### config.mk
export PLATFORM = sky130hd
export DESIGN_NAME = button_hold_setpoint_editor_unit
export DESIGN_NICKNAME = d
export VERILOG_FILES = /design/src/design/bhse_pkg.sv /design/src/design/bhse_update.sv /design/src/design/button_hold_setpoint_editor_unit.sv
export SDC_FILE = /design/constraint.sdc
export NUM_CORES = 1
export LEC_CHECK = 0
export ABC_AREA = 1
export ABC_CLOCK_PERIOD_IN_PS = 6120
export BUFFER_PORTS_ARGS = -buffer_cell sky130_fd_sc_hd__buf_2
export CELL_PAD_IN_SITES_DETAIL_PLACEMENT = 1
export CELL_PAD_IN_SITES_GLOBAL_PLACEMENT = 1
export CORE_ASPECT_RATIO = 0.8
export CORE_MARGIN = 2
export CORE_UTILIZATION = 30
export CTS_CLUSTER_SIZE = 10
export DETAILED_ROUTE_END_ITERATION = 10
export PLACE_DENSITY_LB_ADDON = 0.1
export REMOVE_ABC_BUFFERS = 1
export SLEW_MARGIN = 5
export SYNTH_ARGS = -nofsm -noshare
export SYNTH_HDL_FRONTEND = slang
export SYNTH_SLANG_ARGS = --single-unit
### constraint.sdc
create_clock -name clock -period 6.12 [get_ports clock]
set_clock_uncertainty 0.1 [all_clocks]
set_input_delay 0.306 -clock clock [delete_from_list [all_inputs] [get_ports clock]]
set_output_delay 0.306 -clock clock [all_outputs]
set_load 0.05 [all_outputs]
### src/design/bhse_pkg.sv
// ----------------------------------------------------------------------------
// bhse_pkg
// Types and constants shared by the button hold setpoint editor modules.
// ----------------------------------------------------------------------------
package bhse_pkg;

   // Setpoint steps and saturation limits.
   localparam logic [14:0] V_STEP    = 15'd100;
   localparam logic [14:0] V_TOP     = 15'h7FFF;
   localparam logic [12:0] I_STEP    = 13'd20;
   localparam logic [12:0] I_TOP     = 13'h1FFF;
   localparam logic [2:0]  CNT_TOP   = 3'd7;

   // Reset values of the setpoints and the limit registers.
   localparam logic [14:0] V_RESET     = 15'd3300;
   localparam logic [12:0] I_RESET     = 13'd3000;
   localparam logic [14:0] MIN_V_RESET = 15'd3300;
   localparam logic [14:0] MAX_V_RESET = 15'd10000;
   localparam logic [12:0] MAX_I_RESET = 13'd3000;

   // Configuration register indexes.
   localparam logic [1:0] CSR_MIN_VOLTAGE = 2'd0;
   localparam logic [1:0] CSR_MAX_VOLTAGE = 2'd1;
   localparam logic [1:0] CSR_MAX_CURRENT = 2'd2;

   // One poll tick of button levels.
   typedef struct packed {
      logic left_pressed;
      logic right_pressed;
      logic middle_pressed;
   } req_type;

   // One result: setpoints and mode bits after the tick.
   typedef struct packed {
      logic [14:0] voltage_setpoint_mv;
      logic [12:0] current_setpoint_ma;
      logic        edit_mode;
      logic        output_on;
   } rsp_type;

   // Limits held in the configuration registers.
   typedef struct packed {
      logic [14:0] min_voltage_mv;
      logic [14:0] max_voltage_mv;
      logic [12:0] max_current_ma;
   } cfg_type;

   // Editor state carried from tick to tick.
   typedef struct packed {
      logic [14:0] voltage;
      logic [12:0] current;
      logic        mode;
      logic        output_on;
      logic [2:0]  right_cnt;
      logic [2:0]  left_cnt;
      logic [2:0]  both_cnt;
      logic [2:0]  middle_cnt;
   } state_type;

endpackage

### src/design/bhse_update.sv
// ----------------------------------------------------------------------------
// bhse_update
// Next-state logic for one poll tick: hold counters, setpoint steps and
// the mode and output toggles.
// ----------------------------------------------------------------------------
module bhse_update
   import bhse_pkg::*;
#(
   parameter int unsigned HOLD_TICKS = 5
) (
   input  state_type cur,
   input  cfg_type   cfg,
   input  req_type   req,
   output state_type nxt
);

   localparam logic [2:0] HOLD_CNT = 3'(HOLD_TICKS);

   // Saturating hold counter that clears on release.
   function automatic logic [2:0] count_tick(input logic [2:0] cnt, input logic pressed);
      logic [2:0] res;
      if (!pressed) begin
         res = 3'd0;
      end else if (cnt >= CNT_TOP) begin
         res = CNT_TOP;
      end else begin
         res = cnt + 3'd1;
      end
      return res;
   endfunction

   logic        right_hit;
   logic        left_hit;
   logic [15:0] v_up;
   logic [14:0] v_mid;
   logic [13:0] i_up;
   logic [12:0] i_mid;

   always_comb begin
      nxt = cur;

      // Button hold counters.
      nxt.right_cnt = count_tick(cur.right_cnt, req.right_pressed);
      nxt.left_cnt  = count_tick(cur.left_cnt, req.left_pressed);
      right_hit = req.right_pressed && (nxt.right_cnt > HOLD_CNT);
      left_hit  = req.left_pressed && (nxt.left_cnt > HOLD_CNT);

      // Voltage steps: up first, then down from the stepped value.
      v_up  = {1'b0, cur.voltage} + {1'b0, V_STEP};
      v_mid = cur.voltage;
      if (!cur.mode && right_hit && (cur.voltage < cfg.max_voltage_mv)) begin
         v_mid = v_up[15] ? V_TOP : v_up[14:0];
      end
      nxt.voltage = v_mid;
      if (!cur.mode && left_hit && (v_mid > cfg.min_voltage_mv)) begin
         nxt.voltage = (v_mid < V_STEP) ? 15'd0 : v_mid - V_STEP;
      end

      // Current steps, same order.
      i_up  = {1'b0, cur.current} + {1'b0, I_STEP};
      i_mid = cur.current;
      if (cur.mode && right_hit && (cur.current < cfg.max_current_ma)) begin
         i_mid = i_up[13] ? I_TOP : i_up[12:0];
      end
      nxt.current = i_mid;
      if (cur.mode && left_hit && (i_mid != 13'd0)) begin
         nxt.current = (i_mid < I_STEP) ? 13'd0 : i_mid - I_STEP;
      end

      // Both buttons held toggles the edit mode.
      nxt.both_cnt = count_tick(cur.both_cnt, req.left_pressed && req.right_pressed);
      if (nxt.both_cnt > HOLD_CNT) begin
         nxt.mode     = ~cur.mode;
         nxt.both_cnt = 3'd0;
      end

      // Middle button held toggles the output enable.
      nxt.middle_cnt = count_tick(cur.middle_cnt, req.middle_pressed);
      if (nxt.middle_cnt > HOLD_CNT) begin
         nxt.output_on  = ~cur.output_on;
         nxt.middle_cnt = 3'd0;
      end
   end

endmodule

### src/design/button_hold_setpoint_editor_unit.sv
// ----------------------------------------------------------------------------
// button_hold_setpoint_editor_unit
// Button hold editor for voltage and current setpoints with mode and output
// toggles, one poll tick per transfer.
// ----------------------------------------------------------------------------
// Flow: a request is taken into the input register and its result then into the
// result register; a held result stalls the input register behind it.
// Throughput: one tick per cycle while no result is stalled; the state update is a single registered
// pass between the input register and the result register.
// Reset: synchronous; clears setpoints to 3300 mV and 3000 mA, voltage mode,
// output off, all hold counters and the limit registers to their defaults.
module button_hold_setpoint_editor_unit
   import bhse_pkg::*;
#(
   parameter int unsigned HOLD_TICKS = 5
) (
   input  logic        clock,
   input  logic        reset,
   input  logic        req_valid,
   output logic        req_stall,
   input  req_type     req_data,
   output logic        rsp_valid,
   input  logic        rsp_stall,
   output rsp_type     rsp_data,
   input  logic        csr_valid,
   output logic        csr_ready,
   input  logic [1:0]  csr_index,
   input  logic [14:0] csr_wdata
);

   logic      s1_valid_ff, s1_valid_in;
   req_type   s1_data_ff;
   logic      rsp_valid_ff, rsp_valid_in;
   rsp_type   rsp_data_ff;
   state_type state_ff, state_in;
   cfg_type   cfg_ff, cfg_in;
   logic      advance;
   logic      req_take;

   // Pipeline control: the input stage moves on when the result slot frees.
   assign advance   = s1_valid_ff && (!rsp_valid_ff || !rsp_stall);
   assign req_stall = s1_valid_ff && !advance;
   assign req_take  = req_valid && !req_stall;
   assign csr_ready = 1'b1;

   always_comb begin
      if (req_take) begin
         s1_valid_in = 1'b1;
      end else if (advance) begin
         s1_valid_in = 1'b0;
      end else begin
         s1_valid_in = s1_valid_ff;
      end
      rsp_valid_in = advance || (rsp_valid_ff && rsp_stall);
   end

   // Tick update logic.
   bhse_update #(
      .HOLD_TICKS(HOLD_TICKS)
   ) u_update (
      .cur(state_ff),
      .cfg(cfg_ff),
      .req(s1_data_ff),
      .nxt(state_in)
   );

   // Configuration register writes.
   always_comb begin
      cfg_in = cfg_ff;
      if (csr_valid && csr_ready) begin
         unique case (csr_index)
            CSR_MIN_VOLTAGE: cfg_in.min_voltage_mv = csr_wdata;
            CSR_MAX_VOLTAGE: cfg_in.max_voltage_mv = csr_wdata;
            CSR_MAX_CURRENT: cfg_in.max_current_ma = csr_wdata[12:0];
            default:         cfg_in = cfg_ff;
         endcase
      end
   end

   // Control and state registers.
   always_ff @(posedge clock) begin
      if (reset) begin
         s1_valid_ff           <= 1'b0;
         rsp_valid_ff          <= 1'b0;
         cfg_ff.min_voltage_mv <= MIN_V_RESET;
         cfg_ff.max_voltage_mv <= MAX_V_RESET;
         cfg_ff.max_current_ma <= MAX_I_RESET;
         state_ff.voltage      <= V_RESET;
         state_ff.current      <= I_RESET;
         state_ff.mode         <= 1'b0;
         state_ff.output_on    <= 1'b0;
         state_ff.right_cnt    <= 3'd0;
         state_ff.left_cnt     <= 3'd0;
         state_ff.both_cnt     <= 3'd0;
         state_ff.middle_cnt   <= 3'd0;
      end else begin
         s1_valid_ff  <= s1_valid_in;
         rsp_valid_ff <= rsp_valid_in;
         cfg_ff       <= cfg_in;
         if (advance) begin
            state_ff <= state_in;
         end
      end
   end

   // Payload registers.
   always_ff @(posedge clock) begin
      if (req_take) begin
         s1_data_ff <= req_data;
      end
      if (advance) begin
         rsp_data_ff.voltage_setpoint_mv <= state_in.voltage;
         rsp_data_ff.current_setpoint_ma <= state_in.current;
         rsp_data_ff.edit_mode           <= state_in.mode;
         rsp_data_ff.output_on           <= state_in.output_on;
      end
   end

   assign rsp_valid = rsp_valid_ff;
   assign rsp_data  = rsp_data_ff;

`ifndef SYNTHESIS
   // The input side only stalls while a result is held back.
   a_stall_cause: assert property (@(posedge clock) disable iff (reset)
      req_stall |-> (rsp_valid && rsp_stall))
      else $error("request stalled without a blocked result");

   // Setpoints change only on a tick that moves into the result register.
   a_setpoint_hold: assert property (@(posedge clock) disable iff (reset)
      (!$past(reset) && !$past(advance)) |->
         ($stable(state_ff.voltage) && $stable(state_ff.current)))
      else $error("setpoint changed without a tick");

   // Mode and output toggles happen only on a tick.
   a_toggle_hold: assert property (@(posedge clock) disable iff (reset)
      (!$past(reset) && !$past(advance)) |->
         ($stable(state_ff.mode) && $stable(state_ff.output_on)))
      else $error("mode or output changed without a tick");

   // Toggle counters clear once they pass the threshold.
   a_toggle_cnt: assert property (@(posedge clock) disable iff (reset)
      (state_ff.both_cnt <= 3'(HOLD_TICKS)) && (state_ff.middle_cnt <= 3'(HOLD_TICKS)))
      else $error("toggle hold counter above threshold");
`endif

endmodule

==> flow_metrics.tcl, run 1 <==
set metrics [dict create \
    outcome "complete, no violations" \
    critical_path.max_fanout 21 \
    critPathRequiredTime_ns 6.20 \
    grt_max_degree 69 \
    grt_pass1_wl_um 38600 \
    overflow 0 \
    maxCapViolations 0 \
    slew_violations 0 \
    synth_edf_count 33 \
    syn-cell-area_um2 7730 \
    cp_cell_sequence "ha_1, nand2_1, inv_1, nand2_1, nand2_1, nand2_1, nand2_1, nor2_4, nand2_4, o21ai_1, inv_1, ha_1, nand2_1, nor2_1, nand3_1, nor2_1, nand2_1, nand2_4, nand2_4, nand2_1, nand2_1" \
    dpl.hpwl_um 17800 \
    die_y_um 148 \
    arrival_ns 4.24 \
    hold_class "in2reg" \
    ioPinCount 58 \
    n_antenna_cell 0 \
    slowest_stage "dfxtp_1" \
    final-hold-violation-count 0 \
    cts.path.max_buffers 2 \
    cts_max_level 4 \
    area_growth_pct 14.9 \
    initial_core_util_pct 30.5 \
    cp-start-kind "flop" \
    fin_nets 1234 \
    grtUsageMet1_pct 28.6 \
    grt_busiest_layer "met1" \
    pre_cts_ws_ns 1.91 \
    yosysSeqAreaShare_pct 35.4 \
    max_freq_mhz 240 \
    dieArea_um2 27100 \
    firstDrtPassIters 4 \
    p_leak_uw 0.00428 \
    drive_gt1_share_pct 12.7 \
    syn_avg_cell_area_um2 6.97 \
    clock-sinks 120 \
    rsz0062_at_grt "false" \
    cp_num_buf_inv 2 \
    final_common_cell "nand2_1" \
    drc 0 \
    period_minus_slack_ns 4.16 \
    cts_root_buf "clkbuf_16" \
    drt_wl_total_um 23800 \
    peakVddDrop_uv 196 \
    drt_iter0_drc 310 \
    async_reset_ff_share_pct 0 \
    dp.cells 1463 \
    vias 7127 \
    clk_pin_slew_ns 0.06 \
    stdcell_count 1498 \
    crit_type "reg2reg" \
    fin_crit_sh_pct 68.0 \
    yosysUniqueCellTypes 43 \
    report.final.setup_viol 0 \
    tightest_slew_ns 0.881 \
    end_kind "flop" \
    setup_ws_ns 1.96 \
    clk_latency_ns 0.44 \
    routedWlPerCell_um 15.9 \
    netlist_instances 1109 \
    grt_usage_pct 18.4 \
    power_uw 2280 \
    final_cell_mix "304 x nand2_1, 156 x inv_1, 92 x nor2_1" \
    max_slew_margin_pct 41.3 \
    antenna_left 0 \
    met3_usage_pct 2.96 \
    ys_warn_count 0 \
    path_common_cell "nand2_1" \
    routabilityCongestion 0.828 \
    finish.instance_area_um2 8880 \
    viasPerCell 4.76 \
    grt_pass1_vias 6992 \
    power_density_nw_per_um2 257 \
    rows 52 \
    use_met2_pct 25.7 \
    fillerInstances 3186 \
    cpLargestDelayFamily "simple AND/OR/NAND/NOR gates" \
    cts_inserted_buffers 17 \
    antenna_found_initial 0 \
    setup-tns-final_ns 0 \
    portBuffers 56 \
    ys_ff_latch 120 \
    dpl_cell_area_um2 8300 \
    cpPeakStageDelay_ns 0.51 \
    core_area_um2 25300 \
    synth_top_flop_cell "dfxtp_1" \
    cts_tree "built" \
    die_w_um 183 \
]
## metrics by stage
step / hold WS, ns / util (%)
floorplan: 0.275 / -
global placement: 0.351 / 32.8
detailed placement: 0.357 / 32.8
CTS: 0.00210 / 35.1
global route: 0.0386 / 35.1
finish: 0.0156 / 35.1
## worst paths after layout
path,from,end,slack [ns],cells past startpoint
worst min-delay path,csr_wdata[13],cfg_ff[26],0.02,3
worst max-delay path,state_ff[37],rsp_data[18],1.96,21
worst min register to register,cfg_ff[27],cfg_ff[27],0.36,2
worst max register to register,state_ff[37],rsp_data[18],1.96,21
## report_power, final
group          total (uW)  switching, uW  internal (uW)
registers             896           33.4            862
clock network         976            416            560
logic                 407            281            127
total                2280            730           1550
## worst reg2reg max path: stages (launching register included)
cell and delay (ns):
dfxtp_1 0.51, ha_1 0.31, nand2_1 0.10, inv_1 0.04, nand2_1 0.06, nand2_1 0.05, nand2_1 0.08, nand2_1 0.08
nor2_4 0.26, nand2_4 0.23, o21ai_1 0.35, inv_1 0.15, ha_1 0.30, nand2_1 0.05, nor2_1 0.32, nand3_1 0.13
nor2_1 0.12, nand2_1 0.09, nand2_4 0.16, nand2_4 0.21, nand2_1 0.15, nand2_1 0.07
## registers in the layout (all words and copies together), names as in the netlist
name and flops:
cfg_ff 43, state_ff 42, rsp_data 30, s1_data_ff 3, rsp_valid 1, s1_valid_ff 1
## kinds of logic (layout without fill, tap and decap cells)
kind of cell    count (synthesis)  count (layout)  share of synthesized area, %
buf+inv                       199             264                          10.4
simple gates                  549             549                          31.2
other cells                     1               1                        0.0485
flops                         120             120                          35.4
fa+ha+maj                      48              48                          7.77
xor+xnor                       18              18                          2.04
compound gates                174             174                          13.2
## synth_stat cells (2+ instances only)
master    instances  area [um2]
o211ai_1         19         143
o21bai_1          3        22.5
a32oi_1           2        17.5
nor3_1           10        50.1
or2_2             4        25.0
nand3_2           5        50.1
clkbuf_1         21        78.8
buf_4             2        15.0
dfxtp_1          87        1740
nand2_4           5        56.3
o21ai_4           2        32.5
xor2_1           17         149
nor2_4            4        45.0
o21ai_0          46         230
inv_1           156         586
inv_4             2        12.5
nor2_1           93         349
nand2_1         304        1140
inv_2             6        22.5
edfxtp_1         33         991
a21oi_1          77         385
o21ai_2          11        96.3
buf_2             3        15.0
nor2_2            2        12.5
nand3_1          85         425
nand4_1          14        87.6
o21ai_1           9        45.0
buf_6             5        56.3
nand2_2           9        56.3
clkinv_1          3        11.3
a31o_2            2        17.5
ha_1             48         601
nand3b_1         10        75.1
## per-layer routing
layer,vias to the layer above,part of all wire [%]
met1,3342,57
met3,18,2.7
li1,3693,-
met4,0,1.1
met5,-,0
met2,74,39
## what timing repair did
action                    4_1_cts  5_1_grt
hold buffers                    3        0
gates resized for setup         0        0
hold endpoints to repair        3        0
buffers inserted                0        0
## cell type report
type / instances / area [um2] / share of cell area, %
Multi-Input combinational cell: 790 / 4200 / 47.3
Sequential cell: 120 / 2730 / 30.8
Inverter: 167 / 632 / 7.11
Clock buffer: 18 / 429 / 4.83
Tap cell: 324 / 405 / 4.56
Timing Repair Buffer: 65 / 355 / 4.00
Clock inverter: 14 / 126 / 1.42
(Power assumes the default switching activity.)
==> run 2, diff against run 1 <==
--- a/config.mk
+++ b/config.mk
@@ -6,7 +6,7 @@
 export NUM_CORES = 1
 export LEC_CHECK = 0
 export ABC_AREA = 1
-export ABC_CLOCK_PERIOD_IN_PS = 6120
+export ABC_CLOCK_PERIOD_IN_PS = 3530
 export BUFFER_PORTS_ARGS = -buffer_cell sky130_fd_sc_hd__buf_2
 export CELL_PAD_IN_SITES_DETAIL_PLACEMENT = 1
 export CELL_PAD_IN_SITES_GLOBAL_PLACEMENT = 1
==> constraint.sdc (replaced) <==
create_clock -name clock -period 3.53 [get_ports clock]
set_clock_uncertainty 0.1 [all_clocks]
set_input_delay 0.1765 -clock clock [delete_from_list [all_inputs] [get_ports clock]]
set_output_delay 0.1765 -clock clock [all_outputs]
set_load 0.05 [all_outputs]
==> run 2 against run 1 <==
  * Register-to-register slack worse by 1.7 ns
  * Die area stayed put
  * Routed wire length rose by 7.5%
  * Core utilization is 4.7 points higher
  * Critical path depth rose by 5
  * Sequential power is 73% higher
  * Sequential share of layout area down 3.5 points
  * Clock-buffer cell count grew 7
  * Critical path type unchanged
  * Largest power group unchanged
==> flow_metrics.tcl, run 2 (same netlist as run 1, synthesis figures left out) <==
set metrics [dict create \
    hold_class "in2reg" \
    final_cell_mix "295 x nand2_1, 152 x inv_1, 87 x buf_4" \
    dieArea_um2 27100 \
    n_antenna_cell 0 \
    cts_max_level 4 \
    drive_gt1_share_pct 21.8 \
    antenna_left 0 \
    firstDrtPassIters 5 \
    portBuffers 56 \
    clock-sinks 120 \
    maxCapViolations 0 \
    grt_usage_pct 19.4 \
    routedWlPerCell_um 15.9 \
    clkPwrFrac_pct 44.6 \
    critical_path.max_fanout 7 \
    area_growth_pct 30.3 \
    slew_violations 0 \
    power_density_nw_per_um2 432 \
    drc 0 \
    outcome "complete, no violations" \
    swShare_pct 29.5 \
    finish.utilization_pct 39.8 \
    crit_type "reg2reg" \
    p_leak_uw 0.00485 \
    cts.path.max_buffers 2 \
    setup-tns-final_ns 0 \
    report.final.setup_viol 0 \
    die_w_um 183 \
    power_uw 4350 \
    cts_root_buf "clkbuf_16" \
    arrival_ns 3.55 \
    pwr-share-comb_pct 19.8 \
    grt_pass1_vias 7429 \
    overflow 0 \
    core_area_um2 25300 \
    cp-start-kind "flop" \
    grt_max_degree 68 \
    clk_pin_slew_ns 0.06 \
    drt_wl_total_um 25500 \
    cts_tree "built" \
    routabilityCongestion 0.828 \
    dpl.hpwl_um 19300 \
    ioPinCount 58 \
    fin_crit_sh_pct 94.1 \
    rows 52 \
    max_slew_margin_pct 40.6 \
    final_common_cell "nand2_1" \
    cpPeakStageDelay_ns 0.35 \
    clk_latency_ns 0.43 \
    viasPerCell 4.74 \
    grt_pass1_wl_um 40500 \
    period_minus_slack_ns 3.32 \
    antenna_found_initial 0 \
    critPathRequiredTime_ns 3.76 \
    largest_register_ffs 43 \
    pwr-share-seq_pct 35.6 \
    drt_iter0_drc 356 \
    initial_core_util_pct 30.5 \
    switching_power_uw 1280 \
    max_freq_mhz 301 \
    fillerInstances 3165 \
    slowest_stage "dfxtp_2" \
    peakVddDrop_uv 358 \
    path_common_cell "nand2_1" \
    tightest_slew_ns 0.891 \
    vias 7587 \
    top_register "cfg_ff" \
    end_kind "flop" \
    final-hold-violation-count 0 \
    p_int_uw 3060 \
    fin_nets 1337 \
    die_y_um 148 \
    cts_inserted_buffers 17 \
]
==> run 2: layer usage <==
layer | global-route usage, % | share of wire (%) | wire length, um | up-vias
li1 | - | - | - | 3893
met1 | 29.3 | 55 | 14100 | 3587
met2 | 28.2 | 41 | 10500 | 92
met3 | 3.35 | 2.7 | 689 | 15
met4 | 5.44 | 1.1 | 280 | 0
met5 | 0 | 0 | 0 | -
==> run 2: per-stage QoR <==
stage	hold slack (ns)	setup WS [ns]	area, um2	cells
4_1_cts	0.00158	0.0164	9780	1594
6_report	0.0167	0.210	10100	1601
3_5_place_dp	0.257	-0.0330	8910	1541
2_1_floorplan	0.146	-2.27	7560	1077
5_1_grt	0.0345	-0.0248	10100	1601
3_3_place_gp	0.253	0.117	8910	1541
==> run 2: area by class of cell <==
cell class / instances / area, um2 / share of cell area, %
multi-input combinational: 790 / 4400 / 43.7
sequential: 120 / 2750 / 27.3
timing repair buffer: 168 / 1220 / 12.2
inverter: 167 / 637 / 6.32
clock buffer: 25 / 561 / 5.57
tap: 324 / 405 / 4.03
clock inverter: 7 / 98.8 / 0.982
==> run 2: what timing repair did <==
item                                    4_1_cts  5_1_grt
endpoints found under the setup margin       27       45
hold buffers                                 21        0
endpoints found under the hold margin        43        0
pin swaps                                     0       21
cloned                                        0        1
setup buffers                                 0        6
gates resized for setup                       5       52
==> run 2: path summary, 6_finish.rpt <==
check | start | endpoint | slack, ns | cells past startpoint
setup reg to reg | state_ff[33] | state_ff[41] | 0.21 | 26
setup / recovery | state_ff[33] | state_ff[41] | 0.21 | 26
hold / removal | csr_wdata[12] | cfg_ff[25] | 0.02 | 3
hold reg to reg | cfg_ff[6] | cfg_ff[6] | 0.36 | 2
==> run 2: worst max-delay path, delay by kind of cell (launching register included) <==
kind	cells	cell delay, ns
xor gates and xnor gates	1	0.15
AOI/OAI and AO/OA	1	0.15
buffers and inverters	8	0.91
adders and majority gates	1	0.22
DFF	1	0.35
and+or+nand+nor	15	1.36
==> run 2: power by group through the flow <==
stage / Sequential [uW] / Combinational (uW) / Clock, uW
5_1_grt: 1550 / 968 / 2030
4_1_cts: 1540 / 833 / 1980
2_1_floorplan: 1620 / 451 / 0
6_report: 1550 / 861 / 1940
3_5_place_dp: 1570 / 810 / 0
3_3_place_gp: 1570 / 796 / 0
